$ cat config.mk
export PLATFORM = sky130hd
export DESIGN_NAME = bcd_alarm_clock_serial_set_flat
export DESIGN_NICKNAME = d
export VERILOG_FILES = /design/src/hdl/bacs_pkg.sv /design/src/hdl/bacs_in_if.sv /design/src/hdl/bacs_out_if.sv /design/src/hdl/bacs_cfg_if.sv /design/src/hdl/bcd_alarm_clock_serial_set.sv /design/src/hdl/bacs_next.sv /design/src/flat_wrapper.sv
export SDC_FILE = /design/constraint.sdc
export NUM_CORES = 1
export LEC_CHECK = 0
export BUFFER_PORTS_ARGS = -buffer_cell sky130_fd_sc_hd__buf_2
export CAP_MARGIN = 20
export CORE_MARGIN = 2
export CORE_UTILIZATION = 55
export DETAILED_ROUTE_END_ITERATION = 8
export HOLD_SLACK_MARGIN = 0.15
export PLACE_DENSITY = 0.77
export REMOVE_ABC_BUFFERS = 1
export SETUP_SLACK_MARGIN = 0.3
export SYNTH_ARGS = -nofsm -noshare
export SYNTH_HDL_FRONTEND = slang
export SYNTH_HIERARCHICAL = 1
export SYNTH_SLANG_ARGS = --single-unit
$ cat constraint.sdc
create_clock -name i_clk -period 3.5 [get_ports i_clk]
set_input_delay 0 -clock i_clk [delete_from_list [all_inputs] [get_ports i_clk]]
set_output_delay 0 -clock i_clk [all_outputs]
set_load 0.03 [all_outputs]
$ cat src/hdl/bacs_pkg.sv
// types and constants shared by the bcd alarm clock files
package bacs_pkg;

    typedef enum logic [1:0] {
        MODE_IDLE  = 2'd0,
        MODE_TIME  = 2'd1,
        MODE_ALARM = 2'd2
    } t_mode;

    localparam logic OP_TICK = 1'b0;
    localparam logic OP_BYTE = 1'b1;

    localparam logic [7:0] CH_ZERO = 8'h30;
    localparam logic [7:0] CH_NINE = 8'h39;
    localparam logic [7:0] CH_J    = 8'h6a;
    localparam logic [7:0] CH_N    = 8'h6e;
    localparam logic [7:0] CH_E    = 8'h65;

    localparam logic [7:0] TICKS_RESET = 8'd20;
    localparam logic [2:0] TIME_POS_MAX  = 3'd6;
    localparam logic [2:0] ALARM_POS_MAX = 3'd4;

    typedef struct packed {
        logic [5:0][3:0] time_dig;
        logic [3:0][3:0] alarm_dig;
        logic [7:0]      tick_count;
        t_mode           mode;
        logic            running;
        logic [2:0]      time_pos;
        logic [2:0]      alarm_pos;
    } t_state;

    typedef struct packed {
        logic [5:0][3:0] time_dig;
        logic            alarm_on;
        logic            format_error;
        logic            time_set_done;
        logic            alarm_set_done;
        logic [1:0]      set_mode;
    } t_result;

    localparam t_state STATE_RESET = '{
        time_dig:   {4'd6, 4'd3, 4'd8, 4'd4, 4'd2, 4'd2},
        alarm_dig:  '0,
        tick_count: 8'd0,
        mode:       MODE_IDLE,
        running:    1'b1,
        time_pos:   3'd0,
        alarm_pos:  3'd0
    };

endpackage

$ cat src/hdl/bacs_in_if.sv
// input channel: tick or received byte
interface bacs_in_if;
    logic       valid;
    logic       ready;
    logic       operation;
    logic [7:0] rx_byte;

    modport source (output valid, output operation, output rx_byte, input ready);
    modport sink   (input valid, input operation, input rx_byte, output ready);
endinterface

$ cat src/hdl/bacs_out_if.sv
// result channel: time digits and status flags
interface bacs_out_if;
    logic       valid;
    logic       ready;
    logic [3:0] hour_tens;
    logic [3:0] hour_units;
    logic [3:0] minute_tens;
    logic [3:0] minute_units;
    logic [3:0] second_tens;
    logic [3:0] second_units;
    logic       alarm_on;
    logic       format_error;
    logic       time_set_done;
    logic       alarm_set_done;
    logic [1:0] set_mode;

    modport source (
        output valid, output hour_tens, output hour_units, output minute_tens,
        output minute_units, output second_tens, output second_units,
        output alarm_on, output format_error, output time_set_done,
        output alarm_set_done, output set_mode, input ready
    );
    modport sink (
        input valid, input hour_tens, input hour_units, input minute_tens,
        input minute_units, input second_tens, input second_units,
        input alarm_on, input format_error, input time_set_done,
        input alarm_set_done, input set_mode, output ready
    );
endinterface

$ cat src/hdl/bacs_cfg_if.sv
// configuration write channel for ticks per second
interface bacs_cfg_if;
    logic       valid;
    logic       ready;
    logic [7:0] data;

    modport source (output valid, output data, input ready);
    modport sink   (input valid, input data, output ready);
endinterface

$ cat src/hdl/bcd_alarm_clock_serial_set.sv
// 24-hour bcd clock with alarm and serial set commands
// an accepted beat is held in the input register, then its result is registered in the output register
// throughput: one beat per cycle while results are read, state updated in one pass of the digit carry chain
// while a result waits unread the input register holds one more beat, then input stalls
// reset (synchronous, active low) loads 22:48:36, alarm 00:00, idle mode, clock running
// and ticks per second of 20; no clearing pass
module bcd_alarm_clock_serial_set
    import bacs_pkg::*;
(
    input  logic        i_clk,
    input  logic        i_rst_n,
    bacs_in_if.sink     i_in,
    bacs_cfg_if.sink    i_cfg,
    bacs_out_if.source  o_out
);

    logic       r_in_vld;
    logic       r_in_op;
    logic [7:0] r_in_byte;
    logic       r_out_vld;
    t_result    r_out;
    t_state     r_state;
    logic [7:0] r_tps;
    t_state     n_state;
    t_result    n_out;
    logic       adv;
    logic       in_take;

    assign adv     = r_in_vld && (!r_out_vld || o_out.ready);
    assign in_take = i_in.valid && i_in.ready;

    assign i_in.ready  = !r_in_vld || adv;
    assign i_cfg.ready = 1'b1;

    bacs_next u_next (
        .i_state            (r_state),
        .i_operation        (r_in_op),
        .i_rx_byte          (r_in_byte),
        .i_ticks_per_second (r_tps),
        .o_state            (n_state),
        .o_result           (n_out)
    );

    always_ff @(posedge i_clk) begin
        if (!i_rst_n) begin
            r_in_vld  <= 1'b0;
            r_out_vld <= 1'b0;
            r_state   <= STATE_RESET;
            r_tps     <= TICKS_RESET;
        end else begin
            if (in_take) begin
                r_in_vld <= 1'b1;
            end else if (adv) begin
                r_in_vld <= 1'b0;
            end
            if (adv) begin
                r_out_vld <= 1'b1;
                r_state   <= n_state;
            end else if (o_out.ready) begin
                r_out_vld <= 1'b0;
            end
            if (i_cfg.valid) begin
                r_tps <= i_cfg.data;
            end
        end
    end

    // payload registers
    always_ff @(posedge i_clk) begin
        if (in_take) begin
            r_in_op   <= i_in.operation;
            r_in_byte <= i_in.rx_byte;
        end
        if (adv) begin
            r_out <= n_out;
        end
    end

    assign o_out.valid          = r_out_vld;
    assign o_out.hour_tens      = r_out.time_dig[0];
    assign o_out.hour_units     = r_out.time_dig[1];
    assign o_out.minute_tens    = r_out.time_dig[2];
    assign o_out.minute_units   = r_out.time_dig[3];
    assign o_out.second_tens    = r_out.time_dig[4];
    assign o_out.second_units   = r_out.time_dig[5];
    assign o_out.alarm_on       = r_out.alarm_on;
    assign o_out.format_error   = r_out.format_error;
    assign o_out.time_set_done  = r_out.time_set_done;
    assign o_out.alarm_set_done = r_out.alarm_set_done;
    assign o_out.set_mode       = r_out.set_mode;

endmodule

$ cat src/hdl/bacs_next.sv
// next clock state and result for one beat
module bacs_next
    import bacs_pkg::*;
(
    input  t_state     i_state,
    input  logic       i_operation,
    input  logic [7:0] i_rx_byte,
    input  logic [7:0] i_ticks_per_second,
    output t_state     o_state,
    output t_result    o_result
);

    logic [5:0][3:0] tick_dig;
    logic [4:0]      v5, v4, v3, v2, v1;
    logic [8:0]      tick_inc;
    logic            sec_pulse;
    logic            is_digit;
    logic [3:0]      digit_val;
    logic            ferr, tdone, adone;
    logic            alarm;
    t_state          nxt;

    // seconds carry chain
    always_comb begin
        tick_dig = i_state.time_dig;
        v5 = {1'b0, i_state.time_dig[5]} + 5'd1;
        v4 = {1'b0, i_state.time_dig[4]} + 5'd1;
        v3 = {1'b0, i_state.time_dig[3]} + 5'd1;
        v2 = {1'b0, i_state.time_dig[2]} + 5'd1;
        v1 = {1'b0, i_state.time_dig[1]} + 5'd1;
        tick_dig[5] = v5[3:0];
        if (v5 >= 5'd10) begin
            tick_dig[5] = 4'd0;
            tick_dig[4] = v4[3:0];
            if (v4 >= 5'd6) begin
                tick_dig[4] = 4'd0;
                tick_dig[3] = v3[3:0];
                if (v3 >= 5'd10) begin
                    tick_dig[3] = 4'd0;
                    tick_dig[2] = v2[3:0];
                    if (v2 >= 5'd6) begin
                        tick_dig[2] = 4'd0;
                        tick_dig[1] = v1[3:0];
                        if (v1 >= 5'd10 && i_state.time_dig[0] < 4'd2) begin
                            tick_dig[1] = 4'd0;
                            tick_dig[0] = i_state.time_dig[0] + 4'd1;
                        end else if (i_state.time_dig[0] >= 4'd2 && v1 >= 5'd4) begin
                            tick_dig[0] = 4'd0;
                            tick_dig[1] = 4'd0;
                        end
                    end
                end
            end
        end
    end

    assign tick_inc  = {1'b0, i_state.tick_count} + 9'd1;
    assign sec_pulse = tick_inc >= {1'b0, i_ticks_per_second};
    assign is_digit  = (i_rx_byte >= CH_ZERO) && (i_rx_byte <= CH_NINE);
    assign digit_val = 4'(i_rx_byte - CH_ZERO);

    always_comb begin
        nxt   = i_state;
        ferr  = 1'b0;
        tdone = 1'b0;
        adone = 1'b0;
        if (i_operation == OP_TICK) begin
            if (i_state.running) begin
                if (sec_pulse) begin
                    nxt.tick_count = 8'd0;
                    nxt.time_dig   = tick_dig;
                end else begin
                    nxt.tick_count = tick_inc[7:0];
                end
            end
        end else begin
            priority if (!is_digit && i_rx_byte != CH_J && i_rx_byte != CH_N
                         && i_rx_byte != CH_E) begin
                ferr = 1'b1;
            end else if (i_rx_byte == CH_J) begin
                nxt.mode    = MODE_TIME;
                nxt.running = 1'b0;
            end else if (i_rx_byte == CH_N) begin
                nxt.mode = MODE_ALARM;
            end else if (i_rx_byte == CH_E) begin
                if (i_state.mode == MODE_TIME) begin
                    nxt.time_pos = 3'd0;
                    tdone        = 1'b1;
                end else if (i_state.mode == MODE_ALARM) begin
                    nxt.alarm_pos = 3'd0;
                    adone         = 1'b1;
                end
                nxt.mode    = MODE_IDLE;
                nxt.running = 1'b1;
            end else begin
                if (i_state.mode == MODE_TIME && i_state.time_pos < TIME_POS_MAX) begin
                    for (int i = 0; i < 6; i++) begin
                        if (i_state.time_pos == 3'(i)) begin
                            nxt.time_dig[i] = digit_val;
                        end
                    end
                    nxt.time_pos = i_state.time_pos + 3'd1;
                end else if (i_state.mode == MODE_ALARM
                             && i_state.alarm_pos < ALARM_POS_MAX) begin
                    for (int i = 0; i < 4; i++) begin
                        if (i_state.alarm_pos == 3'(i)) begin
                            nxt.alarm_dig[i] = digit_val;
                        end
                    end
                    nxt.alarm_pos = i_state.alarm_pos + 3'd1;
                end
            end
        end
    end

    assign alarm = (nxt.time_dig[0] == nxt.alarm_dig[0])
                && (nxt.time_dig[1] == nxt.alarm_dig[1])
                && (nxt.time_dig[2] == nxt.alarm_dig[2])
                && (nxt.time_dig[3] == nxt.alarm_dig[3]);

    assign o_state                 = nxt;
    assign o_result.time_dig       = nxt.time_dig;
    assign o_result.alarm_on       = alarm;
    assign o_result.format_error   = ferr;
    assign o_result.time_set_done  = tdone;
    assign o_result.alarm_set_done = adone;
    assign o_result.set_mode       = nxt.mode;

endmodule
$ cat src/flat_wrapper.sv
// flat-port wrapper written by rule: the top's interface ports become plain ports
module bcd_alarm_clock_serial_set_flat import bacs_pkg::*;
  (i_clk, i_rst_n, i_in_valid, i_in_operation, i_in_rx_byte, i_in_ready, i_cfg_valid, i_cfg_data, i_cfg_ready, o_out_valid, o_out_hour_tens, o_out_hour_units, o_out_minute_tens, o_out_minute_units, o_out_second_tens, o_out_second_units, o_out_alarm_on, o_out_format_error, o_out_time_set_done, o_out_alarm_set_done, o_out_set_mode, o_out_ready);
  bacs_in_if i_in_i ();
  bacs_cfg_if i_cfg_i ();
  bacs_out_if o_out_i ();
  input  logic i_clk;
  input  logic i_rst_n;
  input wire logic [$bits(i_in_i.valid)-1:0] i_in_valid;
  input wire logic [$bits(i_in_i.operation)-1:0] i_in_operation;
  input wire logic [$bits(i_in_i.rx_byte)-1:0] i_in_rx_byte;
  output wire logic [$bits(i_in_i.ready)-1:0] i_in_ready;
  input wire logic [$bits(i_cfg_i.valid)-1:0] i_cfg_valid;
  input wire logic [$bits(i_cfg_i.data)-1:0] i_cfg_data;
  output wire logic [$bits(i_cfg_i.ready)-1:0] i_cfg_ready;
  output wire logic [$bits(o_out_i.valid)-1:0] o_out_valid;
  output wire logic [$bits(o_out_i.hour_tens)-1:0] o_out_hour_tens;
  output wire logic [$bits(o_out_i.hour_units)-1:0] o_out_hour_units;
  output wire logic [$bits(o_out_i.minute_tens)-1:0] o_out_minute_tens;
  output wire logic [$bits(o_out_i.minute_units)-1:0] o_out_minute_units;
  output wire logic [$bits(o_out_i.second_tens)-1:0] o_out_second_tens;
  output wire logic [$bits(o_out_i.second_units)-1:0] o_out_second_units;
  output wire logic [$bits(o_out_i.alarm_on)-1:0] o_out_alarm_on;
  output wire logic [$bits(o_out_i.format_error)-1:0] o_out_format_error;
  output wire logic [$bits(o_out_i.time_set_done)-1:0] o_out_time_set_done;
  output wire logic [$bits(o_out_i.alarm_set_done)-1:0] o_out_alarm_set_done;
  output wire logic [$bits(o_out_i.set_mode)-1:0] o_out_set_mode;
  input wire logic [$bits(o_out_i.ready)-1:0] o_out_ready;
  assign i_in_i.valid = i_in_valid;
  assign i_in_i.operation = i_in_operation;
  assign i_in_i.rx_byte = i_in_rx_byte;
  assign i_in_ready = i_in_i.ready;
  assign i_cfg_i.valid = i_cfg_valid;
  assign i_cfg_i.data = i_cfg_data;
  assign i_cfg_ready = i_cfg_i.ready;
  assign o_out_valid = o_out_i.valid;
  assign o_out_hour_tens = o_out_i.hour_tens;
  assign o_out_hour_units = o_out_i.hour_units;
  assign o_out_minute_tens = o_out_i.minute_tens;
  assign o_out_minute_units = o_out_i.minute_units;
  assign o_out_second_tens = o_out_i.second_tens;
  assign o_out_second_units = o_out_i.second_units;
  assign o_out_alarm_on = o_out_i.alarm_on;
  assign o_out_format_error = o_out_i.format_error;
  assign o_out_time_set_done = o_out_i.time_set_done;
  assign o_out_alarm_set_done = o_out_i.alarm_set_done;
  assign o_out_set_mode = o_out_i.set_mode;
  assign o_out_i.ready = o_out_ready;
  bcd_alarm_clock_serial_set u_core (.i_clk(i_clk), .i_rst_n(i_rst_n), .i_in(i_in_i), .i_cfg(i_cfg_i), .o_out(o_out_i));
endmodule
==> reports/qor.yml <==
status: "finished, violations left"
violations: "setup timing"
fp.dieArea_um2: 14200
cts_tree: "done"
synth.avg_cell_area_um2: 9.14
clkSinkCount: 106
gp_congestion: 0.975
crit_required_ns: 3.74
wl_per_cell_um: 17.5
finalCritPeriodShare: 1.01
diodes: 0
rsz0062_at_grt: "yes"
maxSlewHeadroom: 0.469
synthToLayoutAreaGrowth_pct: 20.6
placed_area_um2: 7670
critPathKind: "reg2reg"
max_freq_mhz: 284
antenna_found_initial: 0
startpoint_type: "flip-flop"
setup_viol: 3
synth_warnings: 6
synth_seq_cells: 106
port_buffers: 53
vias: 6334
drt_pass1_iterations: 5
netlist_instances: 800
async_reset_ff_frac: 0
grt_overflow: 0
synth-seq-area-share: 0.343
pre_cts_ws_ns: -0.187
die_w_um: 119
fin_area_um2: 8830
critPathMaxFanout: 8
fin_crit_ns: 3.52
nets: 941
initial_core_util: 0.557
postRouteWirelength_mm: 18.7
worst_ep_arrival_time_ns: 3.76
cp-end-kind: "flip-flop"
clk_pin_slew_ns: 0.07
die_y_um: 119
vdd_drop_max_mv: 0.400
synth_cell_types: 100
clockBufferDepth: 2
cellPowerDensity_nw_per_um2: 322
synth-main-ff-cell: "dfxtp_1"
ctsHtreeMaxLevel: 3
hpwlAfterDp_mm: 11.3
syn_area_um2: 7320
power_leakage_nw: 3.63
rows: 42
core_um2: 13100
synth_edf_count: 39
hold_viol_final: 0
via_per_inst: 5.93
clk_latency_ns: 0.36
grt_first_pass_wirelength_mm: 29.0
ioPinCount: 55
track_usage: 0.255
antenna_left: 0
finalPower_mw: 2.84
cts_buffers: 9
drive_above_1_share: 0.262
grt_pass1_vias: 5773
grt_max_degree: 116
tightest_slew_ns: 0.796
clockRootBuffer: "clkbuf_16"
holdCritPathClass: "in2reg"
post-route-worst-setup-slack_ns: -0.0188
nFillCells: 968
maxSlewViolCount: 0
drv_cap: 0
final_core_util: 0.672
drc: 0
finalClockSkew_ns: 0.0125
drt_iter0_drc: 646
fin_setup_tns_ns: -0.0438
==> cell usage in the layout (no fill, tap or decap), drive strengths merged, types with 3 or more instances in the layout <==
cell	instances
o32ai	4
o21a	4
clkbuf	14
a31oi	5
edfxtp	39
o41ai	3
a221oi	4
a211oi	8
nor4	3
dlygate4sd3	29
nor2b	10
xnor2	13
o211ai	3
mux2	19
nor3	10
o21ai	33
or3	8
a21oi	23
a21o	4
dfxtp	67
nand2	137
and3	10
and2	5
nand4b	3
o22ai	3
nand4	13
nor3b	3
o2111ai	3
mux2i	82
nor2	41
nand3	17
o31ai	6
nand2b	8
ha	31
xor2	6
inv	44
o311ai	12
buf	123
==> worst max-delay path, stage by stage (launching register included) <==
cell and delay [ns]:
dfxtp_2 0.33, and3_4 0.18, and3_4 0.20, nand3_4 0.08, xnor2_2 0.16, ha_1 0.32
and3_4 0.21, a221oi_4 0.34, o211ai_4 0.16, buf_4 0.18, buf_6 0.10, buf_6 0.10
buf_6 0.13, buf_6 0.14, nand4b_1 0.14, o22ai_1 0.12, a221oi_2 0.27, a21oi_2 0.07
nand2_1 0.08, mux2i_1 0.07
==> registers in the layout, indices dropped and copies added, names as in the netlist <==
signal and cells:
u_core/r_state 57, u_core/r_in_byte 8, u_core/o_out.second_units 4, u_core/o_out.format_error 1, u_core/o_out.hour_units 4, u_core/r_in_vld 1, u_core/o_out.minute_units 4, u_core/o_out.alarm_on 1
u_core/o_out.set_mode 2, u_core/r_in_op 1, u_core/o_out.valid 1, u_core/r_tps 8, u_core/o_out.alarm_set_done 1, u_core/o_out.hour_tens 4, u_core/o_out.time_set_done 1, u_core/o_out.second_tens 4
u_core/o_out.minute_tens 4
==> worst paths after layout <==
path / from / end / slack, ns / cells past startpoint
max: u_core/r_state[12] / u_core/r_state[56] / -0.02 / 19
min: i_in_rx_byte[2] / u_core/r_in_byte[2] / 0.35 / 2
max reg2reg: u_core/r_state[12] / u_core/r_state[56] / -0.02 / 19
min reg2reg: u_core/r_state[27] / u_core/r_state[27] / 0.46 / 2
==> through the flow <==
step,hold WS [ns],std cells
finish,0.352,1069
global route,0.356,1069
floorplan,0.0619,725
detailed placement,0.178,1004
CTS,0.248,1056
global placement,0.176,1004
==> synth_stat cells (4+ instances only) <==
| master | number | share of area |
|---|---|---|
| nor2b_1 | 9 | 0.0077 |
| buf_2 | 11 | 0.0075 |
| a21oi_1 | 23 | 0.016 |
| buf_4 | 35 | 0.036 |
| xnor2_1 | 13 | 0.016 |
| nand2b_1 | 8 | 0.0068 |
| or3_1 | 7 | 0.0060 |
| a31oi_1 | 4 | 0.0034 |
| and3_1 | 8 | 0.0068 |
| edfxtp_1 | 39 | 0.16 |
| xor2_1 | 6 | 0.0072 |
| nor2_1 | 40 | 0.021 |
| nand4_1 | 9 | 0.0077 |
| ha_1 | 31 | 0.053 |
| a21o_1 | 4 | 0.0041 |
| mux2i_1 | 81 | 0.11 |
| nor3_1 | 10 | 0.0068 |
| o311ai_0 | 10 | 0.012 |
| a211oi_1 | 6 | 0.0062 |
| dfxtp_1 | 67 | 0.18 |
| o21ai_0 | 30 | 0.021 |
| o21a_1 | 4 | 0.0041 |
| buf_6 | 4 | 0.0062 |
| mux2_2 | 17 | 0.026 |
| nand2_1 | 136 | 0.070 |
| and2_1 | 4 | 0.0034 |
| clkbuf_1 | 17 | 0.0087 |
| o32ai_1 | 4 | 0.0048 |
| o31ai_1 | 4 | 0.0041 |
| nand3_1 | 15 | 0.010 |
| inv_1 | 43 | 0.022 |
==> area by class of cell <==
type | count | area, µm² | area share
inverter | 44 | 165 | 0.0187
clock buffer | 14 | 287 | 0.0325
sequential | 106 | 2520 | 0.285
tap | 176 | 220 | 0.0250
multi-input combinational | 575 | 4470 | 0.506
clock inverter | 2 | 10.0 | 0.00113
timing repair buffer | 152 | 1160 | 0.131
==> layer usage <==
layer / up-vias / track usage / wire length [µm]
li1: 3022 / - / -
met1: 2994 / 0.354 / 8300
met2: 274 / 0.399 / 8630
met3: 44 / 0.0359 / 1310
met4: 0 / 0.104 / 470
met5: - / 0 / 0
==> repair_timing <==
| action | in CTS | in global routing |
|---|---|---|
| pin swaps | 19 | 17 |
| endpoints found under the hold margin | 21 | 16 |
| endpoints found under the setup margin | 35 | 44 |
| gates resized for setup | 44 | 51 |
| buffers inserted | 8 | 11 |
| hold buffers | 28 | 1 |
==> cell families after synthesis <==
kind of cell    share of synthesized area
xor+xnor                           0.0227
mux                                 0.143
buf+inv                            0.0917
other cells                      0.000513
simple gates                        0.207
compound gates                      0.139
flops                               0.343
fa+ha+maj                          0.0530
==> where the power goes <==
| group | internal (mW) | total, mW | leakage (nW) | switching [mW] |
|---|---|---|---|---|
| Combinational | 0.188 | 0.459 | 2.57 | 0.271 |
| Clock | 0.568 | 1.02 | 0.147 | 0.451 |
| Sequential | 1.32 | 1.36 | 0.913 | 0.0420 |
No activity file was read; power rests on OpenSTA's default activity.
